File: src/dvs_pkg.sv
// ----------------------------------------------------------------------------
// dvs_pkg
// Shared request codes, status codes, cell control bundle and a small
// find-first helper for the deque with value search.
// ----------------------------------------------------------------------------
package dvs_pkg;

    // request codes on the kind port
    localparam logic [2:0] KIND_PUSH_TAIL = 3'd0;
    localparam logic [2:0] KIND_PUSH_HEAD = 3'd1;
    localparam logic [2:0] KIND_POP_HEAD  = 3'd2;
    localparam logic [2:0] KIND_POP_TAIL  = 3'd3;
    localparam logic [2:0] KIND_SEARCH    = 3'd4;

    // result status codes
    localparam logic [1:0] STATUS_OK    = 2'd0;
    localparam logic [1:0] STATUS_FULL  = 2'd1;
    localparam logic [1:0] STATUS_EMPTY = 2'd2;

    // match flags examined per scan cycle
    localparam int unsigned SCAN_GROUP = 8;

    // control common to every cell of the chain
    typedef struct packed {
        logic shr;   // move every entry one cell towards the tail
        logic shl;   // move every entry one cell towards the head
        logic cap;   // capture the compare result against the key
    } dvs_ctrl_t;

    // index of the lowest set bit of an 8-bit group, 0 when none is set
    function automatic logic [2:0] first_set8(input logic [7:0] bits);
        logic [2:0] idx;
        idx = 3'd0;
        for (int k = 7; k >= 0; k--) begin
            if (bits[k]) begin
                idx = 3'(k);
            end
        end
        return idx;
    endfunction

endpackage

File: src/deque_with_value_search_unit.sv
// Push, pop and unused codes: result strobe in the cycle after the accepting beat;
// busy stays low, so a new request may be started every cycle.
// Search: compare in all cells at the accepting edge, then a scan of the match
// flags in groups of 8, one group per cycle; busy high until the result strobe.
// Results cannot be stalled.
// Reset clears the entry count and control; stored entries are not cleared.
// ----------------------------------------------------------------------------
// deque_with_value_search_unit
// Bounded double-ended queue of signed 32-bit values held in a shifting chain
// of cells, with a first-match search reporting the position from the head.
// ----------------------------------------------------------------------------
module deque_with_value_search_unit
    import dvs_pkg::*;
#(
    parameter int unsigned DEPTH = 16
)
(
    input  logic               clk,
    input  logic               rst_n,
    input  logic               start,
    output logic               busy,
    input  logic [2:0]         kind,
    input  logic signed [31:0] value,
    output logic               done,
    output logic [1:0]         status,
    output logic               found,
    output logic [3:0]         found_position,
    output logic [4:0]         entry_count
);

    localparam int unsigned CW   = $clog2(DEPTH + 1);
    localparam int unsigned NGRP = (DEPTH + SCAN_GROUP - 1) / SCAN_GROUP;
    localparam int unsigned GW   = (NGRP > 1) ? $clog2(NGRP) : 1;

    typedef enum logic [1:0] {
        S_IDLE = 2'b01,
        S_SCAN = 2'b10
    } state_t;

    state_t            state_reg, state_next;
    logic [CW-1:0]     count_reg, count_next;
    logic [GW-1:0]     grp_reg, grp_next;
    logic              done_reg, done_next;
    logic [1:0]        status_reg, status_next;
    logic              found_reg, found_next;
    logic [3:0]        pos_reg, pos_next;

    dvs_ctrl_t         ctrl;
    logic              tail_wr;
    logic              accept;
    logic [31:0]       key;
    logic [31:0]       cell_data [DEPTH];
    logic [NGRP*SCAN_GROUP-1:0] match_pad;
    logic [7:0]        grp_bits [NGRP];
    logic [7:0]        cur_bits;
    logic [GW+2:0]     hit_pos;

    assign accept = start && (state_reg == S_IDLE);
    assign key    = value;

    // chain of cells, position 0 is the head
    for (genvar i = 0; i < DEPTH; i++)
    begin : g_cell
        logic [31:0] left_data;
        logic [31:0] right_data;

        if (i == 0)
        begin : g_first
            assign left_data = key;
        end
        else
        begin : g_mid_l
            assign left_data = cell_data[i-1];
        end

        if (i == DEPTH - 1)
        begin : g_last
            assign right_data = cell_data[i];
        end
        else
        begin : g_mid_r
            assign right_data = cell_data[i+1];
        end

        dvs_cell u_cell (
            .clk   (clk),
            .rst_n (rst_n),
            .ctrl  (ctrl),
            .wr    (tail_wr && (count_reg == CW'(i))),
            .valid (count_reg > CW'(i)),
            .key   (key),
            .left  (left_data),
            .right (right_data),
            .data  (cell_data[i]),
            .match (match_pad[i])
        );
    end

    // padding flags beyond the last cell never match
    if (NGRP * SCAN_GROUP > DEPTH)
    begin : g_pad
        assign match_pad[NGRP*SCAN_GROUP-1:DEPTH] = '0;
    end

    // group view of the match flags for the scan
    for (genvar g = 0; g < NGRP; g++)
    begin : g_grp
        assign grp_bits[g] = match_pad[g*SCAN_GROUP +: SCAN_GROUP];
    end

    assign cur_bits = grp_bits[grp_reg];
    assign hit_pos  = {grp_reg, first_set8(cur_bits)};

    // request decode and scan sequencing
    always_comb
    begin
        state_next  = state_reg;
        count_next  = count_reg;
        grp_next    = grp_reg;
        done_next   = 1'b0;
        status_next = status_reg;
        found_next  = found_reg;
        pos_next    = pos_reg;
        ctrl        = '0;
        tail_wr     = 1'b0;

        unique case (state_reg)
            S_IDLE:
            begin
                if (start)
                begin
                    status_next = STATUS_OK;
                    found_next  = 1'b0;
                    pos_next    = 4'd0;
                    done_next   = 1'b1;
                    if (kind == KIND_PUSH_TAIL || kind == KIND_PUSH_HEAD)
                    begin
                        if (count_reg == CW'(DEPTH))
                        begin
                            status_next = STATUS_FULL;
                        end
                        else
                        begin
                            ctrl.shr   = (kind == KIND_PUSH_HEAD);
                            tail_wr    = (kind == KIND_PUSH_TAIL);
                            count_next = count_reg + CW'(1);
                        end
                    end
                    else if (kind == KIND_POP_HEAD || kind == KIND_POP_TAIL)
                    begin
                        if (count_reg == '0)
                        begin
                            status_next = STATUS_EMPTY;
                        end
                        else
                        begin
                            ctrl.shl   = (kind == KIND_POP_HEAD);
                            count_next = count_reg - CW'(1);
                        end
                    end
                    else if (kind == KIND_SEARCH)
                    begin
                        ctrl.cap   = 1'b1;
                        done_next  = 1'b0;
                        grp_next   = '0;
                        state_next = S_SCAN;
                    end
                end
            end
            S_SCAN:
            begin
                if (cur_bits != 8'd0)
                begin
                    found_next = 1'b1;
                    pos_next   = hit_pos[3:0];
                    done_next  = 1'b1;
                    state_next = S_IDLE;
                end
                else if (grp_reg == GW'(NGRP - 1))
                begin
                    done_next  = 1'b1;
                    state_next = S_IDLE;
                end
                else
                begin
                    grp_next = grp_reg + GW'(1);
                end
            end
            default:
            begin
                state_next = S_IDLE;
            end
        endcase
    end

    // control registers
    always_ff @(posedge clk or negedge rst_n)
    begin
        if (!rst_n)
        begin
            state_reg <= S_IDLE;
            count_reg <= '0;
            grp_reg   <= '0;
            done_reg  <= 1'b0;
        end
        else
        begin
            state_reg <= state_next;
            count_reg <= count_next;
            grp_reg   <= grp_next;
            done_reg  <= done_next;
        end
    end

    // result beat payload
    always_ff @(posedge clk)
    begin
        status_reg <= status_next;
        found_reg  <= found_next;
        pos_reg    <= pos_next;
    end

    assign busy           = (state_reg == S_SCAN);
    assign done           = done_reg;
    assign status         = status_reg;
    assign found          = found_reg;
    assign found_position = pos_reg;
    assign entry_count    = 5'(count_reg);

    // no result beat while a scan is running
    a_no_done_in_scan: assert property (@(posedge clk) disable iff (!rst_n)
        busy |-> !done)
        else $error("result beat during scan");

    // count never exceeds the chain length
    a_count_bound: assert property (@(posedge clk) disable iff (!rst_n)
        count_reg <= CW'(DEPTH))
        else $error("entry count beyond depth");

    // a refused push only when the chain is full
    a_full_status: assert property (@(posedge clk) disable iff (!rst_n)
        (done && status == STATUS_FULL) |-> (count_reg == CW'(DEPTH)))
        else $error("full status with free cells");

    // a match is always reported with ok status
    a_found_ok: assert property (@(posedge clk) disable iff (!rst_n)
        (done && found) |-> (status == STATUS_OK))
        else $error("match reported with error status");

    // a search accepted leads into the scan
    a_search_scan: assert property (@(posedge clk) disable iff (!rst_n)
        (accept && kind == KIND_SEARCH) |=> busy)
        else $error("search did not start a scan");

endmodule

File: src/dvs_cell.sv
// ----------------------------------------------------------------------------
// dvs_cell
// One storage cell of the deque chain: holds the entry at a fixed position
// from the head, takes its neighbour's entry on a shift and compares its
// entry against the search key.
// ----------------------------------------------------------------------------
module dvs_cell
    import dvs_pkg::*;
(
    input  logic        clk,
    input  logic        rst_n,
    input  dvs_ctrl_t   ctrl,
    input  logic        wr,
    input  logic        valid,
    input  logic [31:0] key,
    input  logic [31:0] left,
    input  logic [31:0] right,
    output logic [31:0] data,
    output logic        match
);

    logic [31:0] data_reg;
    logic [31:0] data_next;
    logic        match_reg;
    logic        match_next;

    // entry update: shifts win over a tail write
    always_comb
    begin
        data_next = data_reg;
        priority if (ctrl.shr)
        begin
            data_next = left;
        end
        else if (ctrl.shl)
        begin
            data_next = right;
        end
        else if (wr)
        begin
            data_next = key;
        end
    end

    // compare flag, only held positions can match
    always_comb
    begin
        match_next = match_reg;
        if (ctrl.cap)
        begin
            match_next = valid && (data_reg == key);
        end
    end

    // stored entry, undefined until pushed
    always_ff @(posedge clk)
    begin
        data_reg <= data_next;
    end

    always_ff @(posedge clk or negedge rst_n)
    begin
        if (!rst_n)
        begin
            match_reg <= 1'b0;
        end
        else
        begin
            match_reg <= match_next;
        end
    end

    assign data  = data_reg;
    assign match = match_reg;

endmodule

File: config.mk
export PLATFORM = sky130hd
export DESIGN_NAME = deque_with_value_search_unit
export DESIGN_NICKNAME = d
export VERILOG_FILES = /design/src/dvs_pkg.sv /design/src/deque_with_value_search_unit.sv /design/src/dvs_cell.sv
export SDC_FILE = /design/constraint.sdc
export NUM_CORES = 1
export LEC_CHECK = 0
export ABC_CLOCK_PERIOD_IN_PS = 13030
export BUFFER_PORTS_ARGS = -buffer_cell sky130_fd_sc_hd__buf_2
export CAP_MARGIN = 20
export CORE_ASPECT_RATIO = 0.7
export CORE_MARGIN = 3
export CORE_UTILIZATION = 41
export CTS_BUF_LIST = sky130_fd_sc_hd__clkbuf_16
export DETAILED_ROUTE_END_ITERATION = 8
export PLACE_DENSITY = 0.64
export SKIP_LAST_GASP = 1
export SLEW_MARGIN = 20
export SYNTH_ARGS = -nofsm -noshare
export SYNTH_HDL_FRONTEND = slang
export SYNTH_SLANG_ARGS = --single-unit
export TNS_END_PERCENT = 50
File: constraint.sdc
create_clock -name clk -period 13.03 [get_ports clk]
set_input_delay 0.6515 -clock clk [delete_from_list [all_inputs] [get_ports clk]]
set_output_delay 0.6515 -clock clk [all_outputs]
set_load 0.01 [all_outputs]
After elaboration in Yosys (flattened, before gate mapping)
Cells that the tools add are included.
{ "totals": {"out_inout_bits": 14, "in_bits": 38, "reg_bits": 544, "elab_cells": 276} }
{ "classes": {"reduce_logical": 61, "addsub": 3, "mux": 107, "eq_ne": 48, "n_lt_le_gt_ge": 17, "n_bitwise": 1} }
{ "op_table": {"columns": ["cell", "count"], "rows": [
  ["$mux 32", 48],
  ["$eq 32x32->1", 16],
  ["$reduce_bool 3->1", 15],
  ["$eq 5x4->1 const B", 8],
  ["$gt 5x4->1 const B", 8],
  ["$logic_and 1x1->1", 32],
  ["$mux 3", 10],
  ["$mux 1", 25],
  ["$mux 8", 3],
  ["$eq 5x3->1 const B", 4],
  ["$gt 5x3->1 const B", 4],
  ["$mux 2", 10],
  ["$mux 5", 4],
  ["$eq 5x2->1 const B", 2],
  ["$gt 5x1->1 const B", 2],
  ["$gt 5x2->1 const B", 2],
  ["$ne 2x2->1 const B", 5],
  ["$reduce_and 5->1", 2],
  ["$mux 4", 2],
  ["$ne 2x1->1 const B", 4],
  ["$pmux 4 s2", 1],
  ["$reduce_bool 8->1", 1],
  ["$eq 3x2->1 const B", 2],
  ["$pmux 1 s2", 3],
  ["other kinds (20)", 24]
]} }

Longest topological paths before layout
Gate-level depths: netlist (run 1).
{ "depth": {"depth_word": 14, "ltp_mapped": 11, "depth_no_buf": 7} }

By module
Synthesis (run 1) repeated with hierarchy kept, for this count alone.
{ "unflattened": {"cells_unflattened": 3146, "area_unflattened_um2": 33751.1} }
{ "by_module_without_submodules": {"columns": ["mod", "cells_per_inst", "instances", "seq_area_each_um2", "area_each_um2"], "rows": [
  ["dvs_cell", 186, 16, 985.9, 2018.2],
  ["deque_with_value_search_unit", 170, 1, 436.7, 1460.2]
]} }

Worst setup path after synthesis (run 1)
OpenSTA, ideal clock, no wires.
{ "synth_path": {"path_kind": "register to register", "startpoint": "register count_reg[0] (netlist: entry_count[0])", "endpoint": "register g_cell[0].u_cell.data_reg[0] (enable)", "arrival_time_ps": 3902, "required_time_ps": 12560, "stages_incl_launch_ff": 6, "setup_ps": 470, "slack_ps": 8658, "period_less_slack_ps": 4372, "path_buffers": 0, "path_cell_list": "dfrtp_1 > inv_1 > ha_1 > or4b_4 > a21o_1 > a211oi_1"} }
{ "synth_between": {"elab_chain_cells": 7, "word_cells_on_any_way": 15, "cone_classes": "eq/ne: 1; mux: 11; reduce/logical: 3"} }
{ "synth_lines": {"columns": ["item", "line_no", "source"], "rows": [
  ["start, declared", "deque_with_value_search_unit.sv:41", "logic [CW-1:0] count_reg, count_next;"],
  ["start signal, assigned", "deque_with_value_search_unit.sv:209", "count_reg <= count_next;"],
  ["$logic_not 5->1 or $eq 5x5->1 (tied branches)", "deque_with_value_search_unit.sv:89, deque_with_value_search_unit.sv:151, deque_with_value_search_unit.sv:138", null],
  ["$mux 1 (on tied branches)", "deque_with_value_search_unit.sv:151, deque_with_value_search_unit.sv:138", null],
  ["$mux 1 (on tied branches)", "deque_with_value_search_unit.sv:149, deque_with_value_search_unit.sv:136", null],
  ["$mux 2 or $mux 1 (tied branches)", "deque_with_value_search_unit.sv:136, deque_with_value_search_unit.sv:130", null],
  ["$mux 3 or $mux 1 (tied branches)", "deque_with_value_search_unit.sv:130, deque_with_value_search_unit.sv:127", null],
  ["$mux 3 or $logic_and 1x1->1 (tied branches)", "deque_with_value_search_unit.sv:127, deque_with_value_search_unit.sv:89", null],
  ["$reduce_bool 3->1 (no source line) *", null, null],
  ["end signal, assigned", "dvs_cell.sv:58", "data_reg <= data_next;"],
  ["end, declared", "dvs_cell.sv:22", "logic [31:0] data_reg;"]
]} }
Mark *: on every way between the ends. The rest lies on a longest branch, timed or not.
A chain may end at the register's enable or synchronous reset.

Final worst setup path (run 1)
{ "layout_path": {"startpoint": "register state_reg[0]", "endpoint": "register g_cell[9].u_cell.data_reg[24], data pin"} }
{ "layout_between": {"elab_chain_cells": 4} }
{ "layout_lines": {"columns": ["item", "line_no", "source"], "rows": [
  ["start, declared", "deque_with_value_search_unit.sv:40", "state_t state_reg, state_next;"],
  ["start signal, assigned", "deque_with_value_search_unit.sv:208", "state_reg <= state_next;"],
  ["$eq 2x1->1 *", "deque_with_value_search_unit.sv:127", "unique case (state_reg)"],
  ["$mux 3 *", "deque_with_value_search_unit.sv:127", null],
  ["$mux 32", "dvs_cell.sv:35", "else if (ctrl.shl)"],
  ["$mux 32 *", "dvs_cell.sv:31", "priority if (ctrl.shr)"],
  ["named net g_cell[9].u_cell.data_next[24]", "dvs_cell.sv:23", "logic [31:0] data_next;"],
  ["end signal, assigned", "dvs_cell.sv:58", null],
  ["end, declared", "dvs_cell.sv:22", null]
]} }
Mark *: on every way through the listed nets, which the timed path passes. The rest lies on a longest branch.

==> results by group, run 1 <==
Clocking
  – Clock-pin slew on the worst setup and hold paths: 70 ps
  – H-Tree Depth: 2
  – Clock buffer depth: 3
  – Setup Buffers After CTS: 0
  – TritonCTS Sinks: 544
  – CTS root buf: clkbuf_16
  – Post_cts resized: 0
  – CTS tree: done
  – CTS Buf Count: 53
  – Post-CTS Hold Buffers: 0
  – Clock Latency Late Sink: 640 ps

Setup path
  – Reg2reg end: g_cell[9].u_cell.data[24]
  – Largest fanout on the critical path: 73
  – R2r setup slk: 8820 ps
  – Crit path kind: flop to flop
  – Reg2Reg Launch Point: state_reg[0]
  – Startpoint Class: flop
  – Crit end category: flop
  – FF-to-FF path depth: 7
  – Start point of the critical path: state_reg[0]
  – Worst setup endpoint: g_cell[9].u_cell.data[24]
  – Crit path DAT: 4700 ps
  – Data required time of the worst path: 13520 ps

Power and ir drop
  – P_int: 0.00339 W
  – Clk pwr share: 33.3%
  – Total Power: 0.00495 W
  – Comb power frac: 20.4%
  – Maximum vdd ir drop: 113 uV
  – Switching power: 0.00157 W
  – Pleak: 10.7 nW
  – Sw frac: 31.6%
  – Sequential Power Share: 46.3%
  – Pwr/cell area: 154 nW/um^2

Synthesis
  – Register area share after synthesis: 54.4%
  – EDFF count, synth: 519
  – YS warnings: 0
  – Top cells by area, synth: edfxtp_1 (52%), a221o_1 (15%), xnor2_1 (8.3%)
  – Largest area contributor in the netlist: edfxtp_1
  – Commonest cells post-synth: edfxtp_1 (519), a221o_1 (449), xnor2_1 (282), xor2_1 (232), nand2_1 (216)
  – Post-Syn Instances: 2334
  – Mapped Area: 29800 um^2
  – Synth top area share: 52.3%
  – Synth async-reset ratio: 4.60%
  – Number of distinct library cells after synthesis: 49
  – Top-count cell post-synth: edfxtp_1
  – Yosys reg bits: 544
  – Syn_area_per_cell: 12.8 um^2
  – Syn Nets: 2380
  – Top FF cell, synth: edfxtp_1

STA
  – Slew margin rel.: 7.35%
  – Final-report setup violation count: 0
  – Tcrit/Tclk final: 32.3%
  – Setup TNS: 0 ps
  – Least-Margin Pin Slew: 1380 ps
  – Fmax: 0.238 GHz
  – Max-slew violations: 0
  – Final Hold Vio Count: 0
  – Setup repair after global routing missed its margin: no
  – Tmin final: 4210 ps
  – Min Hold Slack: 64.3 ps
  – Skew final: 30.8 ps

Floorplan
  – Core ar.: 71700 um^2
  – I/O pin cnt: 52
  – Die Ht: 231 um
  – Starting Density: 41.5%
  – Die Area: 76000 um^2
  – # rows: 82
  – Die Span X: 328 um

Global routing
  – First-pass GRT wire length: 161000 um
  – Number of global-route vias before repair: 20.0k
  – GRT overflow: 0
  – Initial antenna violation count: 12
  – All-Layer GR Usage: 29.8%
  – Largest net degree at the start of global routing: 207

Routing
  – Final antenna-violating net count: 0
  – Drt first pass iters: 7
  – Via count: 22.4k
  – Drt initial violations: 4581
  – Routed len/inst: 36.0 um
  – Via/cell ratio: 6.91
  – WL final: 116000 um
  – Post-route DRC: 0

Place
  – Gpl congestion: 1.06
  – Cell count after placement: 3136
  – Detailed Place HPWL: 81200 um
  – Port bufs: 51

Cells and area
  – Fin nets: 2271
  – Max reg flops: 512
  – Final Instance Count excl. Fillers: 3239
  – Syn-to-layout area delta: 7.88%
  – Fill cells: 6493
  – Share of cells above drive strength 1: 10.0%

Flow run
  – MaxCap Viol Count: 0

Hold path
  – HP Class: input port to async pin

Status
  – Status: finished clean
-- final cells by class --
cell class | instances | area [um^2] | area share, %
Tap cell | 966 | 1210 | 3.76
Sequential cell | 544 | 16200 | 50.5
Clock inverter | 43 | 439 | 1.37
Inverter | 18 | 67.6 | 0.210
Multi-Input combinational cell | 1518 | 12300 | 38.2
Timing Repair Buffer | 90 | 568 | 1.77
Clock buffer | 54 | 1350 | 4.21
Antenna cell | 6 | 15.0 | 0.0467
-- logic make-up (layout without fill, tap and decap cells) --
group / count (synthesis) / in the layout / share of synthesized area (%)
and+or+nand+nor: 471 / 471 / 8.38
xor gates and xnor gates: 514 / 514 / 15.1
other: 0 / 6 / 0
AOI/OAI and AO/OA: 525 / 525 / 16.7
adders and majority gates: 8 / 8 / 0.336
DFF: 544 / 544 / 54.4
buffers and inverters: 272 / 205 / 5.01
-- critical path, stage by stage, from the launching register on --
cell      delay, ps
dfstp_2         530
ha_1            260
nand2_1         320
a211oi_2        390
and2_4          650
buf_4           750
buf_4           730
a221o_1         290
-- per-stage QoR --
| step | worst slack [ps] | area, um^2 | utilization [%] |
|---|---|---|---|
| 6_report | 8820 | 32100 | 44.8 |
| 5_1_grt | 8730 | 32100 | 44.8 |
| 4_1_cts | 9020 | 32100 | 44.8 |
| 3_5_place_dp | 9040 | 30300 | 42.3 |
| 3_3_place_gp | 9190 | 30300 | 42.3 |
| 2_1_floorplan | 8660 | 29800 | - |
-- layout by cell type, fill, tap and decap left out, types with 3 or more instances in the layout --
master / Yosys / final
a211oi_1: 4 / 3
a21oi_1: 11 / 11
a221o_1: 449 / 449
a311oi_1: 4 / 4
and3_1: 4 / 4
and3_4: 27 / 27
buf_2: 35 / 51
buf_4: 0 / 36
bufinv_16: 0 / 9
clkbuf_16: 0 / 54
clkinv_1: 0 / 9
clkinv_2: 0 / 13
dfrtp_1: 24 / 24
diode_2: 0 / 6
edfxtp_1: 519 / 519
ha_1: 8 / 8
inv_1: 18 / 27
nand2_1: 216 / 211
nand2_2: 0 / 3
nand3_1: 18 / 18
nand4_1: 85 / 85
nor2_1: 14 / 13
nor2b_1: 3 / 3
nor3_1: 15 / 15
nor3b_1: 6 / 6
nor4_1: 70 / 67
nor4_2: 0 / 3
o21ai_0: 33 / 22
o21ai_4: 0 / 11
o21bai_1: 3 / 3
o22ai_1: 4 / 4
o31ai_1: 4 / 4
xnor2_1: 282 / 282
xor2_1: 232 / 232
-- layer usage --
layer  GRT usage, %  routed length (um)  vias to the layer above
met2           39.5               45600                     1836
li1               -                   -                     8987
met3           12.8               19300                      210
met5           1.02                 159                        -
met4           8.75                3940                       10
met1           43.4               47500                    11300
-- how the worst min path moves through the flow --
stage                             endpoint                   start  slack [ps]
floorplan                             done                   rst_n         360
global placement              state_reg[0]            state_reg[0]         500
detailed placement  g_cell[5].u_cell.match  g_cell[5].u_cell.match         520
CTS                                   done                   rst_n          50
global route                          done                   rst_n          80
finish                                done                   rst_n          60
-- power by group through the flow --
| stage | registers [W] | logic, W | clock network (W) |
|---|---|---|---|
| floorplan | 0.00227 | 0.000623 | 0 |
| global route | 0.00231 | 0.00104 | 0.00172 |
| global placement | 0.00231 | 0.000950 | 0 |
| detailed placement | 0.00232 | 0.000960 | 0 |
| CTS | 0.00229 | 0.000966 | 0.00166 |
| finish | 0.00229 | 0.00101 | 0.00165 |
No activity file was read; power rests on OpenSTA's default activity.
==> inputs of run 2 (changes only) <==
Settings changed: ABC_CLOCK_PERIOD_IN_PS 13030 to 3750, PLACE_DENSITY 0.64 to 0.66.
Clock period 13.03 ns to 3.75 ns, I/O delays scaled along.
==> results by group, run 2 (synthesis results as in run 1) <==
Routing
  – Max Used Layer: met5
  – Met1 WL: 48700 um
  – Via count: 22.8k
  – Post-route DRC: 0
  – Routed wl met3: 20300 um
  – Final antenna-violating net count: 0
  – Drt first pass iters: 6
  – Routed len/inst: 36.3 um
  – WL final: 119000 um
  – Met2 WL post-DR: 46100 um
  – Via/cell ratio: 6.95
  – Drt initial violations: 4670

Setup path
  – Crit path DAT: 3470 ps
  – Largest fanout on the critical path: 18
  – Data required time of the worst path: 4090 ps
  – Startpoint Class: flop
  – Start point of the critical path: state_reg[0]
  – Crit path kind: flop to flop
  – Crit end category: flop
  – Reg2Reg Launch Point: state_reg[0]

Clocking
  – Setup Buffers After CTS: 0
  – Clock Latency Late Sink: 660 ps
  – Clock-pin slew on the worst setup and hold paths: 60 ps
  – Post_cts resized: 0
  – TritonCTS Sinks: 544
  – H-Tree Depth: 2
  – CTS tree: done
  – Post-CTS Hold Buffers: 2
  – CTS root buf: clkbuf_16
  – CTS Buf Count: 55
  – Clock buffer depth: 3

Place
  – Gpl congestion: 1.07
  – Detailed Place HPWL: 85300 um
  – Port bufs: 51
  – Cell count after placement: 3168

Cells and area
  – Syn-to-layout area delta: 9.26%
  – Final Instance Count excl. Fillers: 3278
  – Fill cells: 6455
  – Multi-input gate area: 12300 um^2
  – Most frequent cells in the layout: edfxtp_1 (519), a221o_1 (449), xnor2_1 (282)
  – Max reg flops: 512
  – Commonest non-fill, non-tap cell in the layout: edfxtp_1
  – Share of cells above drive strength 1: 10.8%
  – Storage cell area: 16200 um^2
  – Fin nets: 2307

Global routing
  – Largest net degree at the start of global routing: 143
  – First-pass GRT wire length: 163000 um
  – All-Layer GR Usage: 30.4%
  – Number of global-route vias before repair: 20.2k
  – Initial antenna violation count: 12
  – GRT overflow: 0

STA
  – Least-Margin Pin Slew: 1330 ps
  – Skew final: 35.6 ps
  – Setup repair after global routing missed its margin: no
  – Fmax: 0.319 GHz
  – Slew margin rel.: 10.8%
  – Tmin final: 3140 ps
  – Final-report setup violation count: 0
  – Tcrit/Tclk final: 83.6%
  – Final Hold Vio Count: 0
  – Max-slew violations: 0

Floorplan
  – Die Ht: 231 um
  – Starting Density: 41.5%
  – Die Area: 76000 um^2
  – I/O pin cnt: 52
  – Die Span X: 328 um
  – Core ar.: 71700 um^2
  – # rows: 82

Hold path
  – Hold_sp: kind[1]
  – HP Class: input port to flop

Power and ir drop
  – Maximum vdd ir drop: 432 uV
  – Pleak: 10.9 nW
  – Total Power: 0.0174 W
  – Pwr/cell area: 533 nW/um^2

Flow run
  – MaxCap Viol Count: 0

Status
  – Status: finished clean
-- run 2: power breakdown --
part	switching [W]	total (W)	internal [W]
clock network	0.00255	0.00570	0.00315
logic	0.00256	0.00379	0.00123
registers	0.000459	0.00787	0.00741
total	0.00556	0.0174	0.0118
-- run 2: layout make-up --
class / instances / share of cell area [%]
Antenna cell: 6 / 0.0461
Clock buffer: 57 / 4.38
Clock inverter: 45 / 1.10
Inverter: 18 / 0.208
Multi-Input combinational cell: 1518 / 37.7
Sequential cell: 544 / 49.8
Tap cell: 966 / 3.71
Timing Repair Buffer: 124 / 3.06
-- run 2: per-layer routing --
layer,GRT usage [%],vias to the layer above
met4,8.90,4
li1,-,9060
met3,12.5,232
met2,39.7,2115
met1,45.4,11400
met5,0,-
-- run 2: worst paths after layout --
path / end / slack (ps) / depth (start not counted)
worst min-delay path: status[1] / 20 / 2
worst min register to register: state_reg[0] / 530 / 2
worst max register to register: g_cell[13].u_cell.data[3] / 610 / 6
min in group asynchronous: g_cell[5].u_cell.match / 110 / 2
max in group asynchronous: g_cell[15].u_cell.match / 3200 / 2
worst max-delay path: g_cell[13].u_cell.data[3] / 610 / 6
-- run 2: worst max-delay path, cell delays in order, from the launching register on --
cell,delay [ps]
dfstp_2,530
ha_1,240
nand2_1,150
nor3_1,430
nand2_1,300
o21ai_4,860
buf_12,280
-- run 2: through the flow --
step	utilization [%]	hold slack, ps	TNS (ps)	setup slack [ps]	instance area [um^2]
3_3_place_gp	42.8	230	0	781	30700
6_report	45.4	16.7	0	614	32500
2_1_floorplan	-	-108	-131060	-435	29800
5_1_grt	45.4	27.9	0	558	32500
3_5_place_dp	42.8	240	0	718	30700
4_1_cts	45.3	0.752	0	730	32500
